File: config.mk
export PLATFORM = sky130hd
export DESIGN_NAME = frame_flash_scene_cut_classifier
export DESIGN_NICKNAME = d
export VERILOG_FILES = /design/src/hdl/ffsc_pkg.sv /design/src/hdl/ffsc_luma.sv /design/src/hdl/frame_flash_scene_cut_classifier.sv
export SDC_FILE = /design/constraint.sdc
export NUM_CORES = 2
export LEC_CHECK = 0
export BUFFER_PORTS_ARGS = -buffer_cell sky130_fd_sc_hd__buf_2
export CAP_MARGIN = 20
export CORE_UTILIZATION = 50
export DETAILED_ROUTE_END_ITERATION = 10
export PLACE_DENSITY_LB_ADDON = 0.2
export SLEW_MARGIN = 20
export SYNTH_ARGS = -nofsm -noshare
export SYNTH_HDL_FRONTEND = slang
export SYNTH_SLANG_ARGS = --single-unit
File: constraint.sdc
create_clock -name clk -period 9 [get_ports clk]
set_input_delay 0.45 -clock clk [delete_from_list [all_inputs] [get_ports clk]]
set_output_delay 0.45 -clock clk [all_outputs]
set_load 0.03 [all_outputs]
File: src/hdl/ffsc_pkg.sv
// ----------------------------------------------------------------------------
// ffsc_pkg
// Shared types and constants of the frame flash / scene cut classifier.
// ----------------------------------------------------------------------------
`default_nettype none

package ffsc_pkg;

  localparam int MAX_PIXELS = 65536;

  localparam int PIX_W   = 16;
  localparam int LUMA_W  = 8;
  localparam int CNT_W   = $clog2(MAX_PIXELS + 1);
  localparam int RATIO_W = 17;
  localparam int CFG_INDEX_W = 2;

  localparam logic [CNT_W-1:0] CNT_MAX = CNT_W'(MAX_PIXELS);

  localparam logic [RATIO_W-1:0] FLASH_RATIO_RESET = RATIO_W'(58982);
  localparam logic [RATIO_W-1:0] CUT_RATIO_RESET   = RATIO_W'(49152);

  // register indexes on the configuration port
  localparam logic [CFG_INDEX_W-1:0] REG_FLASH_RATIO = CFG_INDEX_W'(0);
  localparam logic [CFG_INDEX_W-1:0] REG_CUT_RATIO   = CFG_INDEX_W'(1);

  typedef enum logic [1:0] {
    SIGN_NONE = 2'd0,
    SIGN_POS  = 2'd1,
    SIGN_NEG  = 2'd2
  } sign_t;

  typedef enum logic [1:0] {
    VERDICT_NONE  = 2'd0,
    VERDICT_FLASH = 2'd1,
    VERDICT_CUT   = 2'd2
  } verdict_t;

  typedef struct packed {
    logic [CNT_W-1:0] changed;
    logic [CNT_W-1:0] total;
    logic [CNT_W-1:0] steps;
    logic [CNT_W-1:0] same;
  } frame_stats_t;

endpackage

`default_nettype wire

File: src/hdl/ffsc_luma.sv
// ----------------------------------------------------------------------------
// ffsc_luma
// RGB565 pixel to 8-bit luma: channel expansion to 8 bits, weights
// 54/183/19, then a right shift by 8.
// ----------------------------------------------------------------------------
`default_nettype none

module ffsc_luma (
  input  wire logic [ffsc_pkg::PIX_W-1:0]  pixel,
  output logic      [ffsc_pkg::LUMA_W-1:0] luma
);
  import ffsc_pkg::*;

  localparam logic [15:0] W_RED   = 16'd54;
  localparam logic [15:0] W_GREEN = 16'd183;
  localparam logic [15:0] W_BLUE  = 16'd19;

  // floor(r*255/31) = 8r + floor(7r/31)
  function automatic logic [7:0] expand5(input logic [4:0] r);
    logic [7:0] e;
    e = {r, 3'b000};
    e = e + {7'b0, r >= 5'd5} + {7'b0, r >= 5'd9} + {7'b0, r >= 5'd14}
          + {7'b0, r >= 5'd18} + {7'b0, r >= 5'd23} + {7'b0, r >= 5'd27}
          + {7'b0, r >= 5'd31};
    return e;
  endfunction

  // floor(g*255/63) = 4g + floor(g/21)
  function automatic logic [7:0] expand6(input logic [5:0] g);
    logic [7:0] e;
    e = {g, 2'b00};
    e = e + {7'b0, g >= 6'd21} + {7'b0, g >= 6'd42} + {7'b0, g >= 6'd63};
    return e;
  endfunction

  logic [7:0]  red8;
  logic [7:0]  green8;
  logic [7:0]  blue8;
  logic [15:0] weighted;

  assign red8   = expand5(pixel[15:11]);
  assign green8 = expand6(pixel[10:5]);
  assign blue8  = expand5(pixel[4:0]);

  // peaks at 256*255, fits 16 bits
  assign weighted = 16'(red8) * W_RED + 16'(green8) * W_GREEN + 16'(blue8) * W_BLUE;
  assign luma     = weighted[15:8];

endmodule

`default_nettype wire

File: src/hdl/frame_flash_scene_cut_classifier.sv
// ----------------------------------------------------------------------------
// frame_flash_scene_cut_classifier
// Counts changed, large-step and same-sign pixel pairs over a frame and
// gives a flash / scene cut verdict on the last pair.
// ----------------------------------------------------------------------------
//
//  channel   direction  handshake            payload
//  -------   ---------  -------------------  ------------------------------------
//  input     in         in_valid / in_stall  pixel_prev, pixel_next, frame_end
//  result    out        out_valid/out_stall  verdict, changed_count, total_count
//  config    in         cfg_write            cfg_index, cfg_data
//
//  one pixel pair is taken per clock while in_stall is low; the verdict of a frame
//  passes through the stages below to the result register after its last pair is taken.
//  stages: input register, luma register, counter update, product register,
//  result register; only a frame-end item in the counter stage waits on a
//  stalled result, other pairs keep flowing.
//  rst clears all counters, the latched sign and the valid bits, and loads
//  the ratio thresholds with their defaults.
// ----------------------------------------------------------------------------
`default_nettype none

module frame_flash_scene_cut_classifier (
  input  wire logic                             clk,
  input  wire logic                             rst,
  input  wire logic                             cfg_write,
  input  wire logic [ffsc_pkg::CFG_INDEX_W-1:0] cfg_index,
  input  wire logic [ffsc_pkg::RATIO_W-1:0]     cfg_data,
  input  wire logic                             in_valid,
  output logic                                  in_stall,
  input  wire logic [ffsc_pkg::PIX_W-1:0]       pixel_prev,
  input  wire logic [ffsc_pkg::PIX_W-1:0]       pixel_next,
  input  wire logic                             frame_end,
  output logic                                  out_valid,
  input  wire logic                             out_stall,
  output logic      [1:0]                       verdict,
  output logic      [ffsc_pkg::CNT_W-1:0]       changed_count,
  output logic      [ffsc_pkg::CNT_W-1:0]       total_count
);
  import ffsc_pkg::*;

  localparam int PROD_W  = RATIO_W + CNT_W;
  localparam int SCALE_W = CNT_W + 4;
  localparam logic [LUMA_W:0] LARGE_STEP = (LUMA_W+1)'(96);

  function automatic logic [CNT_W-1:0] sat_inc(input logic [CNT_W-1:0] v);
    return (v < CNT_MAX) ? v + CNT_W'(1) : CNT_MAX;
  endfunction

  // configuration
  logic [RATIO_W-1:0] flash_ratio;
  logic [RATIO_W-1:0] cut_ratio;

  always_ff @(posedge clk) begin
    if (rst) begin
      flash_ratio <= FLASH_RATIO_RESET;
      cut_ratio   <= CUT_RATIO_RESET;
    end else if (cfg_write) begin
      case (cfg_index)
        REG_FLASH_RATIO: flash_ratio <= cfg_data;
        REG_CUT_RATIO:   cut_ratio   <= cfg_data;
        default: ;
      endcase
    end
  end

  // flow control
  logic s1_valid, s2_valid, s3_valid, s4_valid;
  logic out_load, s4_take, s3_take, s2_go, s2_take, s1_take;
  logic s2_last;

  assign out_load = !out_valid || !out_stall;
  assign s4_take  = !s4_valid || out_load;
  assign s3_take  = !s3_valid || s4_take;
  assign s2_go    = s2_valid && (!s2_last || s3_take);
  assign s2_take  = !s2_valid || s2_go;
  assign s1_take  = !s1_valid || s2_take;
  assign in_stall = !s1_take;

  // input register
  logic [PIX_W-1:0] s1_prev;
  logic [PIX_W-1:0] s1_next;
  logic             s1_last;

  always_ff @(posedge clk) begin
    if (rst) begin
      s1_valid <= 1'b0;
    end else if (s1_take) begin
      s1_valid <= in_valid;
    end
  end

  always_ff @(posedge clk) begin
    if (in_valid && s1_take) begin
      s1_prev <= pixel_prev;
      s1_next <= pixel_next;
      s1_last <= frame_end;
    end
  end

  // luma register
  logic [LUMA_W-1:0] luma_prev, luma_next;
  logic [LUMA_W-1:0] s2_luma_prev, s2_luma_next;
  logic              s2_diff;

  ffsc_luma u_luma_prev (.pixel(s1_prev), .luma(luma_prev));
  ffsc_luma u_luma_next (.pixel(s1_next), .luma(luma_next));

  always_ff @(posedge clk) begin
    if (rst) begin
      s2_valid <= 1'b0;
    end else if (s2_take) begin
      s2_valid <= s1_valid;
    end
  end

  always_ff @(posedge clk) begin
    if (s1_valid && s2_take) begin
      s2_luma_prev <= luma_prev;
      s2_luma_next <= luma_next;
      s2_diff      <= (s1_prev != s1_next);
      s2_last      <= s1_last;
    end
  end

  // counter update
  logic [CNT_W-1:0] pair_cnt, changed_cnt, large_cnt, same_cnt;
  logic [CNT_W-1:0] pair_cnt_next, changed_cnt_next, large_cnt_next, same_cnt_next;
  sign_t            first_sign, first_sign_next;
  logic [LUMA_W:0]  delta;
  logic [LUMA_W:0]  delta_mag;
  sign_t            delta_sign;
  frame_stats_t     s3_stats;

  always_comb begin
    delta      = {1'b0, s2_luma_next} - {1'b0, s2_luma_prev};
    delta_mag  = delta[LUMA_W] ? (~delta + (LUMA_W+1)'(1)) : delta;
    delta_sign = (delta == '0) ? SIGN_NONE : (delta[LUMA_W] ? SIGN_NEG : SIGN_POS);

    pair_cnt_next    = sat_inc(pair_cnt);
    changed_cnt_next = changed_cnt;
    large_cnt_next   = large_cnt;
    same_cnt_next    = same_cnt;
    first_sign_next  = first_sign;
    if (s2_diff) begin
      changed_cnt_next = sat_inc(changed_cnt);
      if (delta_mag >= LARGE_STEP) begin
        large_cnt_next = sat_inc(large_cnt);
      end
      if (first_sign == SIGN_NONE) begin
        first_sign_next = delta_sign;
      end
      if (delta_sign != SIGN_NONE && delta_sign == first_sign_next) begin
        same_cnt_next = sat_inc(same_cnt);
      end
    end
  end

  always_ff @(posedge clk) begin
    if (rst) begin
      pair_cnt    <= '0;
      changed_cnt <= '0;
      large_cnt   <= '0;
      same_cnt    <= '0;
      first_sign  <= SIGN_NONE;
    end else if (s2_go) begin
      if (s2_last) begin
        pair_cnt    <= '0;
        changed_cnt <= '0;
        large_cnt   <= '0;
        same_cnt    <= '0;
        first_sign  <= SIGN_NONE;
      end else begin
        pair_cnt    <= pair_cnt_next;
        changed_cnt <= changed_cnt_next;
        large_cnt   <= large_cnt_next;
        same_cnt    <= same_cnt_next;
        first_sign  <= first_sign_next;
      end
    end
  end

  // frame totals, taken on the last pair
  always_ff @(posedge clk) begin
    if (rst) begin
      s3_valid <= 1'b0;
    end else if (s3_take) begin
      s3_valid <= s2_go && s2_last;
    end
  end

  always_ff @(posedge clk) begin
    if (s2_go && s2_last) begin
      s3_stats.changed <= changed_cnt_next;
      s3_stats.total   <= pair_cnt_next;
      s3_stats.steps   <= large_cnt_next;
      s3_stats.same    <= same_cnt_next;
    end
  end

  // product register
  logic [PROD_W-1:0]  s4_changed_sh, s4_flash_prod, s4_cut_prod;
  logic [SCALE_W-1:0] s4_large10, s4_same10, s4_changed9;
  logic [CNT_W-1:0]   s4_changed, s4_total;

  always_ff @(posedge clk) begin
    if (rst) begin
      s4_valid <= 1'b0;
    end else if (s4_take) begin
      s4_valid <= s3_valid;
    end
  end

  always_ff @(posedge clk) begin
    if (s3_valid && s4_take) begin
      s4_changed_sh <= PROD_W'({s3_stats.changed, 16'b0});
      s4_flash_prod <= PROD_W'(flash_ratio) * PROD_W'(s3_stats.total);
      s4_cut_prod   <= PROD_W'(cut_ratio) * PROD_W'(s3_stats.total);
      s4_large10    <= SCALE_W'(s3_stats.steps) * SCALE_W'(10);
      s4_same10     <= SCALE_W'(s3_stats.same) * SCALE_W'(10);
      s4_changed9   <= SCALE_W'(s3_stats.changed) * SCALE_W'(9);
      s4_changed    <= s3_stats.changed;
      s4_total      <= s3_stats.total;
    end
  end

  // verdict and result register
  verdict_t verdict_next;

  always_comb begin
    verdict_next = VERDICT_NONE;
    if (s4_changed_sh >= s4_flash_prod && s4_large10 >= s4_changed9
        && s4_same10 >= s4_changed9) begin
      verdict_next = VERDICT_FLASH;
    end else if (s4_changed_sh >= s4_cut_prod) begin
      verdict_next = VERDICT_CUT;
    end
  end

  always_ff @(posedge clk) begin
    if (rst) begin
      out_valid <= 1'b0;
    end else if (out_load) begin
      out_valid <= s4_valid;
    end
  end

  always_ff @(posedge clk) begin
    if (s4_valid && out_load) begin
      verdict       <= verdict_next;
      changed_count <= s4_changed;
      total_count   <= s4_total;
    end
  end

`ifndef SYNTHESIS
  a_count_order: assert property (@(posedge clk) disable iff (rst)
    changed_cnt <= pair_cnt && large_cnt <= changed_cnt && same_cnt <= changed_cnt)
    else $error("frame counters out of order");

  a_same_needs_sign: assert property (@(posedge clk) disable iff (rst)
    first_sign == SIGN_NONE |-> same_cnt == '0)
    else $error("same-sign count without a latched sign");

  a_frame_cleared: assert property (@(posedge clk) disable iff (rst)
    s2_go && s2_last |=> pair_cnt == '0 && first_sign == SIGN_NONE)
    else $error("state not cleared after frame end");

  a_totals_nonzero: assert property (@(posedge clk) disable iff (rst)
    s3_valid |-> s3_stats.total != '0)
    else $error("frame totals with no pairs");
`endif

endmodule

`default_nettype wire
==> reports/qor.csv <==
stage;metric;value;unit
placed_design;placedCellCount;5964;
cts;insertion_delay;650;ps
synth;synth.net_count;6004;
cells_and_area;final_cell_mix;inv_1 (882), ha_1 (624), fa_1 (592), nand2_1 (546), edfxtp_1 (315);
power;ir_worst_vdd;0.6309;mV
synth;synth_edf_count;315;
routing;drc_errors;0;
sta;fmax;0.1190;GHz
routing;wl;112800;um
cts;htree_levels;2;
cells_and_area;nFillCells;8255;
synth;synthFlopType;edfxtp_1;
die;ioPinCount;95;
die;core;0.09222;mm2
sta;tightest_slew;1134;ps
cts;cts_resized;0;
die;placementRows;111;
synth;seq_area_frac_synth;0.2484;
routing;postRouteAntennaNets;0;
grt;grt_max_degree;155;
cts;clockBufferDepth;3;
sta;setup-tns-final;0;ps
synth;ys_async_sr_fraction;0;
cells_and_area;drive_gt1_frac;0.05546;
grt;grt_antenna_before_repair;0;
cells_and_area;final_nets;6064;
synth;synth_area_per_cell;9.907;um2
run_status;status;finished, final reports clean;
worst_setup_path;startpoint_type;flip-flop;
cells_and_area;stdcell_count;6075;
sta;hold_viol;0;
sta;slew_headroom;0.2439;
worst_setup_path;cp.required;9340;ps
synth;ys_seq_elements;424;
routing;wire_per_inst;18.58;um
routing;drtIter0Drc;1902;
cts;cts_tree;built;
placed_design;dp_hpwl;86960;um
job;cap_viol_max_count;0;
routing;dr.pass1.iters;6;
sta;rsz0062_at_grt;no;
placed_design;place_congestion;0.8728;
worst_setup_path;path_max_fanout;12;
cells_and_area;final_common_cell;inv_1;
die;initial_core_util;0.5083;
cts;post-cts-setup-buffer-count;0;
cts;cts_root_buf;clkbuf_16;
sta;skew;56.60;ps
sta;slew_violations;0;
min_path;hp-class;primary input to flip-flop;
worst_setup_path;r2r_setup_slack;600;ps
routing;via_per_inst;5.347;
cts;numCtsBuffers;49;
cts;cts_hold_buf;19;
cells_and_area;diodes;0;
power;p_leak;24.20;nW
grt;grt_pass1_vias;33210;
grt;grt_pass1_wl;181000;um
worst_setup_path;crit_arrival;8740;ps
worst_setup_path;cp-end-kind;flip-flop;
cts;clk_pin_slew_worst_paths;60;ps
synth;ys_types;84;
worst_setup_path;critical_path_class;flip-flop to flip-flop;
grt;grtUsageTotal;0.2454;
grt;grt-ovfl-total;0;
sta;finalCritPeriodShare;0.9334;
sta;setup_viol_count_final;0;
sta;min_period;8400;ps
die;die-area;0.09497;mm2
placed_design;port_buffers;94;
cts;cts_sinks;424;
power;power_density;410.6;mW/mm2
cells_and_area;area_growth;7.987;%
die;dieHeight;308.2;um
synth;netlist_area;0.04687;mm2
routing;via_count;32490;
die;die_width;308.2;um
synth;yosys_warnings;0;
synth;synthCells;4731;
## power breakdown
part | switching [mW] | internal [mW] | leakage (nW)
sequential | 0.118 | 2.98 | 3.69
clock | 0.865 | 1.14 | 0.791
combinational | 8.89 | 6.79 | 19.7
total | 9.87 | 10.9 | 24.2
## kinds of logic after synthesis
group           after synthesis  share of synthesized area
compound gates              607                    0.08590
simple gates               1258                     0.1287
fa+ha+maj                  1216                     0.4194
flops                       424                     0.2484
xor+xnor                    167                    0.03121
mux                           8                   0.001789
buf+inv                    1051                    0.08459
## final cells by class
type | instances | area (um2) | share of cell area
Multi-Input combinational cell | 3256 | 31310 | 0.6186
Sequential cell | 424 | 11640 | 0.2300
Inverter | 882 | 3311 | 0.06541
Tap cell | 1243 | 1555 | 0.03073
Clock buffer | 70 | 1413 | 0.02791
Timing Repair Buffer | 178 | 1161 | 0.02294
Clock inverter | 22 | 221.5 | 0.004375
## stage by stage
stage | util | setup slack [ps] | area, um2 | power [mW] | hold WS (ps)
global placement | 0.5289 | 703.2 | 48780 | 18.54 | 401.0
floorplan | - | 566.7 | 46870 | 15.11 | 400.3
CTS | 0.5487 | 582.6 | 50600 | 20.93 | 0.1194
finish | 0.5489 | 599.6 | 50610 | 20.78 | 34.36
detailed placement | 0.5289 | 634.3 | 48780 | 18.78 | 405.2
global route | 0.5489 | 155.6 | 50610 | 23.20 | 19.32
## Yosys cell counts (10+ instances only)
master    number  share of area
ha_1         624           0.17
nand3b_1      19         0.0030
fa_1         592           0.25
nand4_1       22         0.0029
nand3_1       60         0.0064
or3_1         16         0.0021
o21ai_1       12         0.0013
xnor2_1       97          0.018
edfxtp_1     315           0.20
nor2_1       172          0.014
o21a_1        34         0.0054
a221oi_1      11         0.0021
a22o_1        15         0.0028
dfxtp_1      109          0.047
nor3_1        51         0.0054
o31ai_1       19         0.0030
and2_1       227          0.030
a211oi_1      14         0.0022
inv_1        882          0.071
xor2_1        70          0.013
nor2b_1       35         0.0047
a211o_1       10         0.0019
and3_1        39         0.0052
nand2b_1      16         0.0021
a22oi_1       21         0.0034
clkbuf_1     157          0.013
nor4_1        24         0.0032
a31oi_1       32         0.0043
o21bai_1      33         0.0053
nand2_1      546          0.044
a21oi_1      173          0.018
o21ai_0       86         0.0092
a21o_1        59         0.0094
## worst max-delay path, cell delays in order (launching register included)
cell	delay, ps
edfxtp_1	660
inv_1	170
ha_1	230
a221o_1	350
fa_1	510
inv_1	50
fa_1	510
fa_1	420
inv_1	90
fa_1	480
fa_1	420
fa_1	520
inv_1	50
fa_1	470
inv_1	50
fa_1	530
inv_1	50
fa_1	500
fa_1	540
inv_1	40
ha_1	280
o21ai_0	110
a21oi_1	180
o211a_1	290
o31a_1	280
o21a_1	190
nor2_1	120
xnor2_1	70
## layer usage
layer	up-vias	wire length [um]	global-route usage
li1	15470	-	-
met1	16030	51320	0.3348
met2	834	51980	0.4039
met3	156	6117	0.03436
met4	0	3426	0.07613
met5	-	0	0
## state kept, by name, summed over array words and instances, names as in the netlist, 20 cells and up
register,flops
s3_stats,68
s4_cut_prod,34
s4_flash_prod,34
s4_changed9,21
s4_large10,20
s4_same10,20
## final timing paths
check,start,to,cells after the start
worst max register to register,s1_next[4],s2_luma_next[7],27
worst max-delay path,s1_next[4],s2_luma_next[7],27
worst min register to register,s4_total[4],total_count[4],0
worst min-delay path,pixel_prev[8],s1_prev[8],1
No activity file was read; power rests on OpenSTA's default activity.
